$ cat src/rtl/sag_pkg.sv
package sag_pkg;

    localparam int ACCOUNT_SLOTS = 256;
    localparam int PAIR_SLOTS    = 256;

    localparam int ACC_IDX_W = (ACCOUNT_SLOTS > 1) ? $clog2(ACCOUNT_SLOTS) : 1;
    localparam int PAIR_IDX_W = (PAIR_SLOTS > 1) ? $clog2(PAIR_SLOTS) : 1;
    localparam int PAIR_CNT_W = $clog2(PAIR_SLOTS + 1);

    localparam int ACCT_W   = 32;
    localparam int ADDR_W   = 32;
    localparam int HANDLE_W = 16;
    localparam int CAP_W    = 16;
    localparam int CFG_IDX_W = 4;

    localparam int S_TDATA_W = 88;
    localparam int M_TDATA_W = 24;

    localparam logic [CFG_IDX_W-1:0] CFG_ONE_PER_ACCOUNT = CFG_IDX_W'(0);
    localparam logic [CFG_IDX_W-1:0] CFG_MAX_PER_ADDRESS = CFG_IDX_W'(1);

    localparam logic KIND_REGISTER   = 1'b0;
    localparam logic KIND_UNREGISTER = 1'b1;

    localparam logic [1:0] OP_CONN = 2'd0;
    localparam logic [1:0] OP_INS  = 2'd1;
    localparam logic [1:0] OP_CLR  = 2'd2;

    // search carry handed from cell to cell in the account chain
    typedef struct packed {
        logic                 tok;
        logic                 hit;
        logic [ACC_IDX_W-1:0] hit_idx;
        logic [HANDLE_W-1:0]  hit_conn;
        logic                 free_ok;
        logic [ACC_IDX_W-1:0] free_idx;
    } t_acct_carry;

    typedef struct packed {
        logic                  tok;
        logic                  hit;
        logic [PAIR_IDX_W-1:0] hit_idx;
        logic                  free_ok;
        logic [PAIR_IDX_W-1:0] free_idx;
        logic [PAIR_CNT_W-1:0] cnt;
    } t_pair_carry;

    typedef struct packed {
        logic                 we;
        logic [1:0]           op;
        logic [ACC_IDX_W-1:0] idx;
    } t_acct_wr;

    typedef struct packed {
        logic                  we;
        logic [1:0]            op;
        logic [PAIR_IDX_W-1:0] idx;
    } t_pair_wr;

endpackage

$ cat src/rtl/sag_acct_cell.sv
module sag_acct_cell (
    input  logic                         i_clk,
    input  logic                         i_rst_n,
    input  logic [sag_pkg::ACC_IDX_W-1:0] i_idx,
    input  logic [sag_pkg::ACCT_W-1:0]   i_key,
    input  logic [sag_pkg::HANDLE_W-1:0] i_conn,
    input  sag_pkg::t_acct_wr            i_wr,
    input  sag_pkg::t_acct_carry         i_carry,
    output sag_pkg::t_acct_carry         o_carry
);
    import sag_pkg::*;

    logic                r_valid;
    logic [ACCT_W-1:0]   r_key;
    logic [HANDLE_W-1:0] r_conn;
    t_acct_carry         r_carry;
    t_acct_carry         n_carry;
    logic                sel;

    assign sel = i_wr.we && (i_wr.idx == i_idx);

    always_comb begin
        n_carry = i_carry;
        if (i_carry.tok) begin
            if (!i_carry.hit && r_valid && (r_key == i_key)) begin
                n_carry.hit      = 1'b1;
                n_carry.hit_idx  = i_idx;
                n_carry.hit_conn = r_conn;
            end
            if (!i_carry.free_ok && !r_valid) begin
                n_carry.free_ok  = 1'b1;
                n_carry.free_idx = i_idx;
            end
        end
    end

    always_ff @(posedge i_clk) begin
        if (!i_rst_n) begin
            r_valid <= 1'b0;
            r_carry <= '0;
        end else begin
            r_carry <= n_carry;
            if (sel) begin
                case (i_wr.op)
                    OP_INS:  r_valid <= 1'b1;
                    OP_CLR:  r_valid <= 1'b0;
                    default: r_valid <= r_valid;
                endcase
            end
        end
    end

    always_ff @(posedge i_clk) begin
        if (sel && (i_wr.op == OP_INS)) begin
            r_key <= i_key;
        end
        if (sel && ((i_wr.op == OP_INS) || (i_wr.op == OP_CONN))) begin
            r_conn <= i_conn;
        end
    end

    assign o_carry = r_carry;

endmodule

$ cat config.mk
export PLATFORM = sky130hd
export DESIGN_NAME = sag_acct_cell
export DESIGN_NICKNAME = d
export VERILOG_FILES = /design/src/rtl/sag_pkg.sv /design/src/rtl/sag_acct_cell.sv
export SDC_FILE = /design/constraint.sdc
export NUM_CORES = 1
export LEC_CHECK = 0
export BUFFER_PORTS_ARGS = -buffer_cell sky130_fd_sc_hd__buf_2
export CAP_MARGIN = 20
export CORE_UTILIZATION = 40
export DETAILED_ROUTE_END_ITERATION = 7
export GPL_ROUTABILITY_DRIVEN = 0
export PLACE_DENSITY = 0.69
export SYNTH_ARGS = -nofsm -noshare
export SYNTH_HDL_FRONTEND = slang
export SYNTH_SLANG_ARGS = --single-unit
$ cat constraint.sdc
create_clock -name i_clk -period 5.3 [get_ports i_clk]
set_input_delay 0.53 -clock i_clk [delete_from_list [all_inputs] [get_ports i_clk]]
set_output_delay 0.53 -clock i_clk [all_outputs]
set_load 0.05 [all_outputs]
======== Word-level counts from Yosys, hierarchy flattened ========
Cells that the tools add are included.
cells by class
  equal/unequal tests ..................... 4
  multiplexer cells ....................... 4
  reduce and logical (&&, ||, !) cells .... 13
operator list
  kind                number
  $mux 34             1
  $eq 32x32->1        1
  $mux 25             1
  $mux 9              1
  $eq 8x8->1          1
  $logic_and 1x1->1   6
  $logic_not 1->1     3
  $eq 2x1->1 const B  1
  $eq 2x2->1 const B  1
  $logic_not 2->1     1
  $pmux 1 s2          1
  $reduce_and 2->1    1
  $reduce_bool 2->1   1
  $logic_or 1x1->1    1
storage, ports and cells
  flip-flop bits (word level) ............. 84
  bits of input ports ..................... 104

======== Depth between registers and ports, before layout ========
  depth after elaboration ................. 5
  depth in mapped cells ................... 6
  mapped depth without buffers ............ 5

======== Worst setup path before layout ========
No wires, ideal clock.
  path kind ............................... input to register
  start point ............................. in i_idx[7] (netlist name)
  end point ............................... reg r_key[0], enable pin
  setup time .............................. 0.392 ns
  data arrival time ....................... 1.896 ns
  required time ........................... 4.908 ns
  setup slack ............................. 3.012 ns
  stages on the path ...................... 4
  path buffers ............................ 0
  path through ............................ xnor2_1 nand3_1 nor3_1 and2_1
between the ends
  longest elaborated chain between the ends .. 3
RTL lines
  item                    line                 text
  start: declaration      sag_acct_cell.sv:4   input logic [sag_pkg::ACC_IDX_W-1:0] i_idx,
  $eq 8x8->1              sag_acct_cell.sv:20  assign sel = i_wr.we && (i_wr.idx == i_idx);
  $logic_and 1x1->1       sag_acct_cell.sv:20
  $logic_and 1x1->1       sag_acct_cell.sv:54  if (sel && (i_wr.op == OP_INS)) begin
  end signal: assignment  sag_acct_cell.sv:55  r_key <= i_key;
  end: declaration        sag_acct_cell.sv:14  logic [ACCT_W-1:0] r_key;
Every way passes these cells.
A chain may end at the register's enable or synchronous reset.

======== Worst setup path after layout ========
  start point ............................. reg r_key[19]
  end point ............................... reg r_carry, in the netlist o_carry[13]
between the ends
  longest elaborated chain between the ends .. 4
RTL lines
  item                    line                 text
  $eq 32x32->1            sag_acct_cell.sv:25  if (!i_carry.hit && r_valid && (r_key == i_key)) begin
  $logic_and 1x1->1       sag_acct_cell.sv:25
  $mux 25                 sag_acct_cell.sv:25
  $mux 34                 sag_acct_cell.sv:24  if (i_carry.tok) begin
  end signal: assignment  sag_acct_cell.sv:42  r_carry <= n_carry;
  end: declaration        sag_acct_cell.sv:16  t_acct_carry r_carry;
Every way passes these cells.

==> run_results.csv <==
group,metric,value,unit
die,io_pins,139,
sta,max_freq,0.476,GHz
sta,tns,0,ns
worst_setup_path,end_kind,"flip-flop",
power_and_ir_drop,p_leak,0.00183,µW
layout,fillerInstances,701,
layout,n_antenna_cell,0,
worst_setup_path,max_stage_delay,0.43,ns
worst_setup_path,cp_cell_sequence,"xor2_1, nor4_1, nand4_1, nor4_4, buf_4, mux2i_1",
worst_setup_path,cp.arrival,2.37,ns
synth,synth_top_family_by_area,"simple AND/OR/NAND/NOR gates",
worst_setup_path,worstPathRequired,5.57,ns
synth,synth_compound_area_share,0.900,%
worst_hold_path,min-delay-start,"i_conn[14]",
power_and_ir_drop,ir_drop,0.173,mV
worst_setup_path,rr_startpoint,"r_key[19]",
sta,fin_crit_sh,39.6,%
sta,rsz0062_at_grt,"no",
clocking,clkLatencyLatePin,0.35,ns
placed_design,dp_hpwl,4.96,mm
grt,grt_pass1_vias,2335,
die,die_h,93.3,µm
sta,min_period,2.10,ns
status,status,"finished clean",
synth,synthSimpleGateAreaFrac,11.3,%
synth,synth_top_area_cell,"edfxtp_1",
synth,synth_top_area_share,43.2,%
sta,fin_skew,0.0112,ns
synth,synthesis.nets,361,
die,rows,32,
placed_design,port_buffers,138,
layout,nets,503,
clocking,htree_levels,3,
worst_hold_path,hold_depth,1,
clocking,clock_sinks,84,
clocking,clkTransAtPathRegs,0.08,ns
die,core,7890,µm²
synth,synthTopCellsByArea,"edfxtp_1, dfxtp_1, mux2i_1",
power_and_ir_drop,total_power,1300,µW
routing,vias,2302,
die,chipWidth,93.3,µm
die,start_util,42.3,%
grt,grt_max_degree,61,
synth,syn-cell-area,3340,µm²
routing,viasPerCell,4.59,
worst_setup_path,worst-path-max-fanout,25,
routing,drtAntennaViolNets,0,
worst_setup_path,crit_family,"simple AND/OR/NAND/NOR gates",
clocking,cts_resized,0,
synth,yosysUniqueCellTypes,20,
synth,synthAdderAreaFrac,1.12,%
routing,drt-initial-drc-count,49,
worst_setup_path,path_depth,6,
worst_setup_path,crit_path_start_kind,"flip-flop",
synth,synth-seq-area-share,64.8,%
worst_setup_path,crit_buf_inv,1,
grt,antenna_found_initial,0,
synth,synth_warnings,0,
worst_setup_path,cp_slowest_cell,"buf_4",
clocking,clockBufferDepth,2,
sta,slew_headroom,36.6,%
grt,grt_usage,16.2,%
clocking,root_buffer,"clkbuf_8",
layout,areaGrowthSynthToFinish,29.1,%
synth,synth_xor_area_share,10.5,%
sta,finalMaxSlewViolations,0,
clocking,cts_setup_buffers,0,
grt,grt-ovfl-total,0,
layout,drive_gt1_share,38.8,%
sta,setup_viol,0,
routing,remaining_drc_errors,0,
synth,ys_ff_latch,84,
flow_run,cap_violations,0,
routing,avgRoutedWirePerCell,13.4,µm
worst_setup_path,worstSetupStartpoint,"r_key[19]",
synth,postSynthCellCount,254,
worst_setup_path,worstRegToRegCells,6,
clocking,cts_hold_buf,0,
routing,dr.pass1.iters,4,
die,die_area,8710,µm²
power_and_ir_drop,p_per_area,302,nW/µm²
sta,hold_violations,0,
synth,synthMuxAreaShare,9.60,%
synth,syn_area_per_cell,13.1,µm²
clocking,cts_made_buffers,9,
worst_setup_path,crit_type,"flip-flop to flip-flop",
grt,grt_pass1_wl,10.6,mm
sta,worstMarginPinSlew,0.952,ns
routing,wirelength,6.74,mm
worst_hold_path,hold_path_class,"primary input to flip-flop",
clocking,cts_tree,"done",
==> per-layer routing <==
| layer | up-vias | global-route usage (%) | routed length, µm |
|---|---|---|---|
| met5 | - | 0 | 0 |
| met4 | 0 | 8.46 | 155 |
| met3 | 14 | 5.53 | 594 |
| met2 | 88 | 26.3 | 3080 |
| met1 | 1048 | 19.0 | 2920 |
| li1 | 1152 | - | - |
==> final timing paths <==
path            endpoint  slack [ns]
max          o_carry[13]        3.20
min           r_conn[14]        0.36
max reg2reg  o_carry[13]        3.20
min reg2reg  o_carry[10]        0.51
==> cells by family (layout without fill, tap and decap cells) <==
logic type | after synthesis | after routing
adder cells (fa/ha/maj) | 3 | 3
AND/OR/NAND/NOR | 79 | 79
buffers and inverters | 12 | 158
flip-flops | 84 | 84
AO/OA/AOI/OAI | 4 | 4
XOR/XNOR | 40 | 40
multiplexers | 32 | 32
==> where the power goes <==
group / switching, µW / internal [µW] / total (µW)
logic: 103 / 61.0 / 164
registers: 3.72 / 703 / 706
clock network: 218 / 213 / 431
==> synthesized netlist by cell type, drive strengths merged <==
master	n
ha	3
inv	2
nand3	3
edfxtp	48
xor2	24
a21o	1
clkbuf	8
and3	1
o21a	3
nor3	3
nor4	6
nand2	50
xnor2	16
nor2b	10
dfxtp	36
mux2i	32
buf	2
and2	2
nand4	4
==> cells in the final DEF, fill, tap and decap left out <==
master,count
buf_2,138
nand2_1,50
edfxtp_1,48
dfxtp_1,36
mux2i_1,32
xor2_1,24
xnor2_1,16
nor2b_1,10
clkbuf_8,9
nor4_1,5
nand4_1,4
nand3_1,3
nor3_1,3
o21a_1,3
ha_1,3
buf_4,3
inv_1,2
and2_1,2
clkinvlp_4,2
nor4_4,1
a21o_1,1
and3_1,1
clkinv_2,1
bufinv_16,1
clkinv_1,1
clkbuf_1,1
==> state kept, by name, summed over array words and instances, names as in the netlist <==
signal,flops
r_conn,16
r_valid,1
o_carry,35
r_key,32
==> per-stage QoR <==
| stage | instances | hold WS (ns) | area, µm² | util (%) | setup WS, ns |
|---|---|---|---|---|---|
| 2_1_floorplan | 254 | 0.483 | 3340 | - | 3.01 |
| 3_5_place_dp | 486 | 0.501 | 4120 | 52.2 | 2.81 |
| 4_1_cts | 501 | 0.335 | 4300 | 54.5 | 3.15 |
| 5_1_grt | 502 | 0.333 | 4310 | 54.6 | 3.03 |
| 3_3_place_gp | 486 | 0.486 | 4120 | 52.2 | 2.76 |
| 6_report | 502 | 0.356 | 4310 | 54.6 | 3.20 |
==> cell type report <==
cell class | count | area [µm²] | area share (%)
flip-flops and latches | 84 | 2160 | 50.2
multi-input cells | 158 | 1110 | 25.9
repair buffers | 141 | 713 | 16.6
clock buffers | 10 | 128 | 2.96
well taps | 102 | 128 | 2.96
clock inverters | 5 | 53.8 | 1.25
inverters | 2 | 7.51 | 0.174
==> worst reg2reg max path: stages (launching register included) <==
cell and delay [ns]:
edfxtp_1 0.39, xor2_1 0.15, nor4_1 0.29, nand4_1 0.19, nor4_4 0.31, buf_4 0.43
mux2i_1 0.26
No activity file was read; power rests on OpenSTA's default activity.
