[config.mk]
export PLATFORM = sky130hd
export DESIGN_NAME = sag_pair_cell
export DESIGN_NICKNAME = d
export VERILOG_FILES = /design/src/rtl/sag_pkg.sv /design/src/rtl/sag_pair_cell.sv
export SDC_FILE = /design/constraint.sdc
export NUM_CORES = 1
export LEC_CHECK = 0
export BUFFER_PORTS_ARGS = -buffer_cell sky130_fd_sc_hd__buf_2
export CAP_MARGIN = 0
export CELL_PAD_IN_SITES_DETAIL_PLACEMENT = 0
export CELL_PAD_IN_SITES_GLOBAL_PLACEMENT = 1
export CORE_ASPECT_RATIO = 0.7
export CORE_MARGIN = 3
export CORE_UTILIZATION = 36
export CTS_BUF_LIST = sky130_fd_sc_hd__clkbuf_2
export CTS_CLUSTER_SIZE = 16
export DETAILED_ROUTE_END_ITERATION = 16
export PLACE_DENSITY = 0.83
export SLEW_MARGIN = 20
export SYNTH_ARGS = -nofsm -noshare
export SYNTH_HDL_FRONTEND = slang
export SYNTH_SLANG_ARGS = --single-unit
export TNS_END_PERCENT = 5
[constraint.sdc]
create_clock -name i_clk -period 7.8 [get_ports i_clk]
set_input_delay 0.78 -clock i_clk [delete_from_list [all_inputs] [get_ports i_clk]]
set_output_delay 0.78 -clock i_clk [all_outputs]
set_load 0.02 [all_outputs]
[src/rtl/sag_pkg.sv]
package sag_pkg;

    localparam int ACCOUNT_SLOTS = 256;
    localparam int PAIR_SLOTS    = 256;

    localparam int ACC_IDX_W = (ACCOUNT_SLOTS > 1) ? $clog2(ACCOUNT_SLOTS) : 1;
    localparam int PAIR_IDX_W = (PAIR_SLOTS > 1) ? $clog2(PAIR_SLOTS) : 1;
    localparam int PAIR_CNT_W = $clog2(PAIR_SLOTS + 1);

    localparam int ACCT_W   = 32;
    localparam int ADDR_W   = 32;
    localparam int HANDLE_W = 16;
    localparam int CAP_W    = 16;
    localparam int CFG_IDX_W = 4;

    localparam int S_TDATA_W = 88;
    localparam int M_TDATA_W = 24;

    localparam logic [CFG_IDX_W-1:0] CFG_ONE_PER_ACCOUNT = CFG_IDX_W'(0);
    localparam logic [CFG_IDX_W-1:0] CFG_MAX_PER_ADDRESS = CFG_IDX_W'(1);

    localparam logic KIND_REGISTER   = 1'b0;
    localparam logic KIND_UNREGISTER = 1'b1;

    localparam logic [1:0] OP_CONN = 2'd0;
    localparam logic [1:0] OP_INS  = 2'd1;
    localparam logic [1:0] OP_CLR  = 2'd2;

    // search carry handed from cell to cell in the account chain
    typedef struct packed {
        logic                 tok;
        logic                 hit;
        logic [ACC_IDX_W-1:0] hit_idx;
        logic [HANDLE_W-1:0]  hit_conn;
        logic                 free_ok;
        logic [ACC_IDX_W-1:0] free_idx;
    } t_acct_carry;

    typedef struct packed {
        logic                  tok;
        logic                  hit;
        logic [PAIR_IDX_W-1:0] hit_idx;
        logic                  free_ok;
        logic [PAIR_IDX_W-1:0] free_idx;
        logic [PAIR_CNT_W-1:0] cnt;
    } t_pair_carry;

    typedef struct packed {
        logic                 we;
        logic [1:0]           op;
        logic [ACC_IDX_W-1:0] idx;
    } t_acct_wr;

    typedef struct packed {
        logic                  we;
        logic [1:0]            op;
        logic [PAIR_IDX_W-1:0] idx;
    } t_pair_wr;

endpackage

[src/rtl/sag_pair_cell.sv]
module sag_pair_cell (
    input  logic                          i_clk,
    input  logic                          i_rst_n,
    input  logic [sag_pkg::PAIR_IDX_W-1:0] i_idx,
    input  logic [sag_pkg::ADDR_W-1:0]    i_addr,
    input  logic [sag_pkg::ACCT_W-1:0]    i_acct,
    input  sag_pkg::t_pair_wr             i_wr,
    input  sag_pkg::t_pair_carry          i_carry,
    output sag_pkg::t_pair_carry          o_carry
);
    import sag_pkg::*;

    logic              r_valid;
    logic [ADDR_W-1:0] r_addr;
    logic [ACCT_W-1:0] r_acct;
    t_pair_carry       r_carry;
    t_pair_carry       n_carry;
    logic              sel;
    logic              addr_eq;

    assign sel     = i_wr.we && (i_wr.idx == i_idx);
    assign addr_eq = r_valid && (r_addr == i_addr);

    always_comb begin
        n_carry = i_carry;
        if (i_carry.tok) begin
            if (addr_eq) begin
                n_carry.cnt = i_carry.cnt + PAIR_CNT_W'(1);
            end
            if (!i_carry.hit && addr_eq && (r_acct == i_acct)) begin
                n_carry.hit     = 1'b1;
                n_carry.hit_idx = i_idx;
            end
            if (!i_carry.free_ok && !r_valid) begin
                n_carry.free_ok  = 1'b1;
                n_carry.free_idx = i_idx;
            end
        end
    end

    always_ff @(posedge i_clk) begin
        if (!i_rst_n) begin
            r_valid <= 1'b0;
            r_carry <= '0;
        end else begin
            r_carry <= n_carry;
            if (sel) begin
                case (i_wr.op)
                    OP_INS:  r_valid <= 1'b1;
                    OP_CLR:  r_valid <= 1'b0;
                    default: r_valid <= r_valid;
                endcase
            end
        end
    end

    always_ff @(posedge i_clk) begin
        if (sel && (i_wr.op == OP_INS)) begin
            r_addr <= i_addr;
            r_acct <= i_acct;
        end
    end

    assign o_carry = r_carry;

endmodule

* After elaboration in Yosys (flattened, before gate mapping)
Cells that the tools add are included.
** Word-level totals
- Word-level logic and storage cells :: 31
- Output and inout bits :: 28
- Register bits :: 93
- Bits of input ports :: 113
** Cells by class
- Muxes and demuxes :: 5
- Eq/ne operators :: 5
- Add/subtract/negate cells :: 1
- Reduce and logical (&&, ||, !) cells :: 11
** Operators by type and width (count)
- == test 32 bit :: 2
- two-way mux 27 bit :: 1
- two-way mux 9 bit :: 3
- adder 9 x 1 -> 9 bit (second input constant) :: 1
- == test 8 bit :: 1
- logical AND 1 bit :: 6
- logical NOT 1 bit :: 3
- == test 2 x 1 -> 1 bit (second input constant) :: 1
- == test 2 bit (second input constant) :: 1
- case mux 1 bit (2 select lines) :: 1
- AND reduction 2 bit :: 1
- nonzero test 2 bit :: 1

* Logic depth before layout (Yosys ltp)
- Depth in word-level cells :: 6
- Depth in mapped cells :: 8
- Depth with buffers taken out :: 6

* Worst setup path before layout
OpenSTA, ideal clock, no wires.
- Path kind :: input -> register
- From :: input i_idx[0] (netlist name)
- To :: register r_acct[0], enable pin
- Cell stages on the path :: 3
- Buffers on the path :: 0
- Setup time :: 0.644 ns
- Data arrival time :: 7.128 ns
- Required time :: 7.156 ns
- Setup slack :: 0.028 ns
- Cell sequence :: xnor2_1 > nand2_1 > nor4_1
** Between the ends
- Cells in the longest elaborated chain, start to end :: 3
** RTL lines
- from (decl) :: RTL line sag_pair_cell.sv:4 : input logic [sag_pkg::PAIR_IDX_W-1:0] i_idx,
- == test 8 bit :: RTL line sag_pair_cell.sv:21 : assign sel = i_wr.we && (i_wr.idx == i_idx);
- logical AND 1 bit :: RTL line sag_pair_cell.sv:21
- logical AND 1 bit :: RTL line sag_pair_cell.sv:58 : if (sel && (i_wr.op == OP_INS)) begin
- to (signal assigned) :: RTL line sag_pair_cell.sv:60 : r_acct <= i_acct;
- to (decl) :: RTL line sag_pair_cell.sv:15 : logic [ACCT_W-1:0] r_acct;
Every way passes these cells.
A chain may end at the register's enable or synchronous reset.

* Worst setup path in the final report
- From :: register r_addr[12]
- To :: register r_carry (netlist bit o_carry[7])
** Between the ends
- Cells in the longest elaborated chain, start to end :: 4
** RTL lines
- from (decl) :: RTL line sag_pair_cell.sv:14 : logic [ADDR_W-1:0] r_addr;
- from (signal assigned) :: RTL line sag_pair_cell.sv:59 : r_addr <= i_addr;
- == test 32 bit :: RTL line sag_pair_cell.sv:22 : assign addr_eq = r_valid && (r_addr == i_addr);
- logical AND 1 bit :: RTL line sag_pair_cell.sv:22
- two-way mux 9 bit :: RTL line sag_pair_cell.sv:27 : if (addr_eq) begin
- two-way mux 27 bit :: RTL line sag_pair_cell.sv:26 : if (i_carry.tok) begin
- to (signal assigned) :: RTL line sag_pair_cell.sv:46 : r_carry <= n_carry;
- to (decl) :: RTL line sag_pair_cell.sv:16 : t_pair_carry r_carry;
Every way passes these cells.

==> impl_metrics.json <==
{
  "cts_max_path_buffers": 2,
  "synth.area.top_cells": "edfxtp_1 (49%), dfxtp_1 (15%), xnor2_1 (9.0%)",
  "ir_drop_uv": 91.6,
  "fillers": 978,
  "clkTransAtPathRegs_ps": 240,
  "first_pass_iters": 4,
  "antenna_left": 0,
  "gp_congestion": 0.780,
  "r2r_end": "o_carry[7]$_SDFF_PN0_",
  "hold_ws_ps": 432,
  "outcome": "completed",
  "synth_top_area_share_pct": 49.3,
  "antenna_found_initial": 1,
  "required_ps": 8250,
  "synth_edf_count": 64,
  "min_path_type": "input pin to flop",
  "start_util_pct": 37.4,
  "synth_compound_area_share_pct": 4.52,
  "grt_pass1_wl_mm": 13.2,
  "finalCriticalPeriod_ps": 2580,
  "synth_top_family_by_area": "XOR/XNOR gates",
  "synth.area.mux_share_pct": 2.57,
  "portBuffers": 140,
  "initialDrtViolationCount": 165,
  "cts_buffers": 9,
  "r2r-start": "r_addr[12]$_DFFE_PP_",
  "drv_slew": 0,
  "slew_headroom_pct": 42.7,
  "grt-ovfl-total": 0,
  "ios": 141,
  "area_growth_pct": 24.4,
  "synthTopCellsByCount": "edfxtp_1 (64), xnor2_1 (40), xor2_1 (32), dfxtp_1 (29), a21oi_1 (17)",
  "synthArstFlopShare_pct": 0,
  "synth_top_area_cell": "edfxtp_1",
  "maxCapViolations": 0,
  "tightest_slew_ps": 856,
  "report.final.hold_viol_count": 0,
  "cts_tree": "built",
  "yosys_warnings": 0,
  "via_per_inst": 4.74,
  "setup_tns_ps": 0,
  "crit_arrival_ps": 3030,
  "r2r_cells": 6,
  "post_cts_buffers": 0,
  "fmax_ghz": 0.387,
  "grt_pass1_vias": 2658,
  "die-area_sq_mm": 0.0121,
  "ys_ff_latch": 93,
  "grtUsageTotal_pct": 14.0,
  "syn_inst": 295,
  "cts-root-buf": "clkbuf_2",
  "skew_ps": 17.8,
  "synth_xor_area_share_pct": 16.2,
  "min_to": "r_addr[20]$_DFFE_PP_",
  "avgSynthCellArea_sq_um": 13.2,
  "num_antenna_cells": 0,
  "drc": 0,
  "cp_max_fo": 21,
  "setup_violations": 0,
  "num_vias": 2740,
  "hold_depth": 1,
  "min-delay-start": "i_addr[20]",
  "crit_path_start_kind": "flop",
  "cts_resized": 0,
  "ys_types": 31,
  "hold_buffers": 0,
  "power_density_mw_per_mm2": 171,
  "path_class": "flop to flop",
  "nNetsFinal": 557,
  "synthSimpleGateAreaFrac_pct": 10.1,
  "wl_per_cell_um": 14.7,
  "die_x_um": 130,
  "core-area_sq_mm": 0.0104,
  "wirelength_mm": 8.51,
  "rrSetupSlack_ps": 5220,
  "row_count": 31,
  "endpoint_kind": "flop",
  "syn_nets": 411,
  "rsz0062_at_grt": "no",
  "cts.sinks": 93,
  "die_h_um": 93.1,
  "grt_max_degree": 65,
  "fin_crit_sh_pct": 33.1,
  "dominantRegCellSynth": "edfxtp_1",
  "synth_most_common_cell": "edfxtp_1",
  "synth_adder_area_share_pct": 0.962,
  "drive_above_1_share_pct": 36.1,
  "clk_latency_ps": 530,
  "p_leak_nw": 1.86,
  "hpwl_mm": 6.62,
  "syn_area_sq_mm": 0.00390,
  "synth.yosys.seq_area_share_pct": 64.2,
  "cts.htree.levels": 3
}
[worst max-delay path, stage by stage (launching register included)]
cell	delay, ps
edfxtp_1	430
xor2_1	160
nor4_1	480
nand3_1	190
or4_4	570
or4_1	530
a21oi_1	160
[final cells by class]
type | count | area, sq um | share of cell area [%]
Inverter | 7 | 26.3 | 0.542
Clock inverter | 7 | 42.5 | 0.877
Timing Repair Buffer | 142 | 716 | 14.7
Sequential cell | 93 | 2500 | 51.6
Multi-Input combinational cell | 188 | 1360 | 27.9
Clock buffer | 9 | 45.0 | 0.928
Tap cell | 132 | 165 | 3.40
[sequential cells by signal (all words and copies together), names as in the netlist]
register	flops
r_acct	32
r_addr	32
o_carry	28
r_valid	1
[through the flow]
stage	utilization, %	setup WS (ps)	area [sq um]	power (mW)	cells
final	46.5	5220	4850	0.830	578
after global routing	46.5	4960	4850	0.875	578
after CTS	46.5	5140	4850	0.847	578
after detailed placement	45.7	4660	4760	0.645	562
after global placement	45.7	4730	4760	0.642	562
after floorplan	-	28.3	3900	0.591	295
[layer usage]
metal / GRT usage (%) / vias to the layer above / routed length, um
li1: - / 1357 / -
met1: 19.5 / 1279 / 4010
met2: 20.5 / 91 / 3710
met3: 5.59 / 11 / 663
met4: 3.77 / 2 / 108
met5: 0 / - / 13
[cell usage in the layout (no fill, tap or decap)]
| master | netlist | routed |
|---|---|---|
| nand2b_1 | 1 | 1 |
| nand2_1 | 8 | 8 |
| a211oi_1 | 1 | 1 |
| or4_1 | 2 | 2 |
| o21ai_0 | 12 | 12 |
| inv_1 | 6 | 6 |
| and2_1 | 1 | 1 |
| nor2_1 | 14 | 14 |
| nand3_1 | 12 | 12 |
| nand4b_1 | 1 | 1 |
| nor4_2 | 2 | 4 |
| or4_4 | 1 | 1 |
| clkinv_1 | 1 | 4 |
| o31ai_1 | 2 | 2 |
| clkinvlp_4 | 0 | 3 |
| xnor2_1 | 40 | 40 |
| nor3_1 | 3 | 3 |
| mux2i_1 | 10 | 10 |
| nor4_1 | 9 | 7 |
| a21oi_1 | 17 | 17 |
| clkbuf_2 | 0 | 9 |
| dfxtp_1 | 29 | 29 |
| and4_1 | 2 | 2 |
| clkinv_4 | 0 | 1 |
| or3_1 | 4 | 4 |
| o2111ai_1 | 1 | 1 |
| xor2_1 | 32 | 32 |
| edfxtp_1 | 64 | 64 |
| buf_4 | 0 | 2 |
| buf_2 | 0 | 140 |
| nor3b_2 | 0 | 1 |
| ha_1 | 3 | 3 |
| nand4_1 | 9 | 9 |
[power by group]
group | internal, mW | switching (mW) | total (mW)
Clock | 0.0389 | 0.158 | 0.197
Sequential | 0.535 | 0.00198 | 0.537
Combinational | 0.0452 | 0.0512 | 0.0964
Total | 0.619 | 0.211 | 0.830
[kinds of logic after synthesis]
group,Yosys count
AO/OA/AOI/OAI,33
XOR/XNOR,72
adder cells (fa/ha/maj),3
buffers and inverters,14
flip-flops,93
multiplexers,10
AND/OR/NAND/NOR,70
[worst max path at each step]
stage | start | endpoint | slack [ps] | depth (start not counted)
after global placement | i_addr[12] | o_carry[6]$_SDFF_PN0_ | 4730 | 7
after floorplan | i_idx[0] | r_acct[0]$_DFFE_PP_ | 30 | 3
final | r_addr[12]$_DFFE_PP_ | o_carry[7]$_SDFF_PN0_ | 5220 | 6
after global routing | r_addr[12]$_DFFE_PP_ | o_carry[7]$_SDFF_PN0_ | 4960 | 6
after detailed placement | i_addr[12] | o_carry[7]$_SDFF_PN0_ | 4660 | 7
after CTS | r_addr[5]$_DFFE_PP_ | o_carry[7]$_SDFF_PN0_ | 5140 | 6
Power figures use the tool's default switching activity.
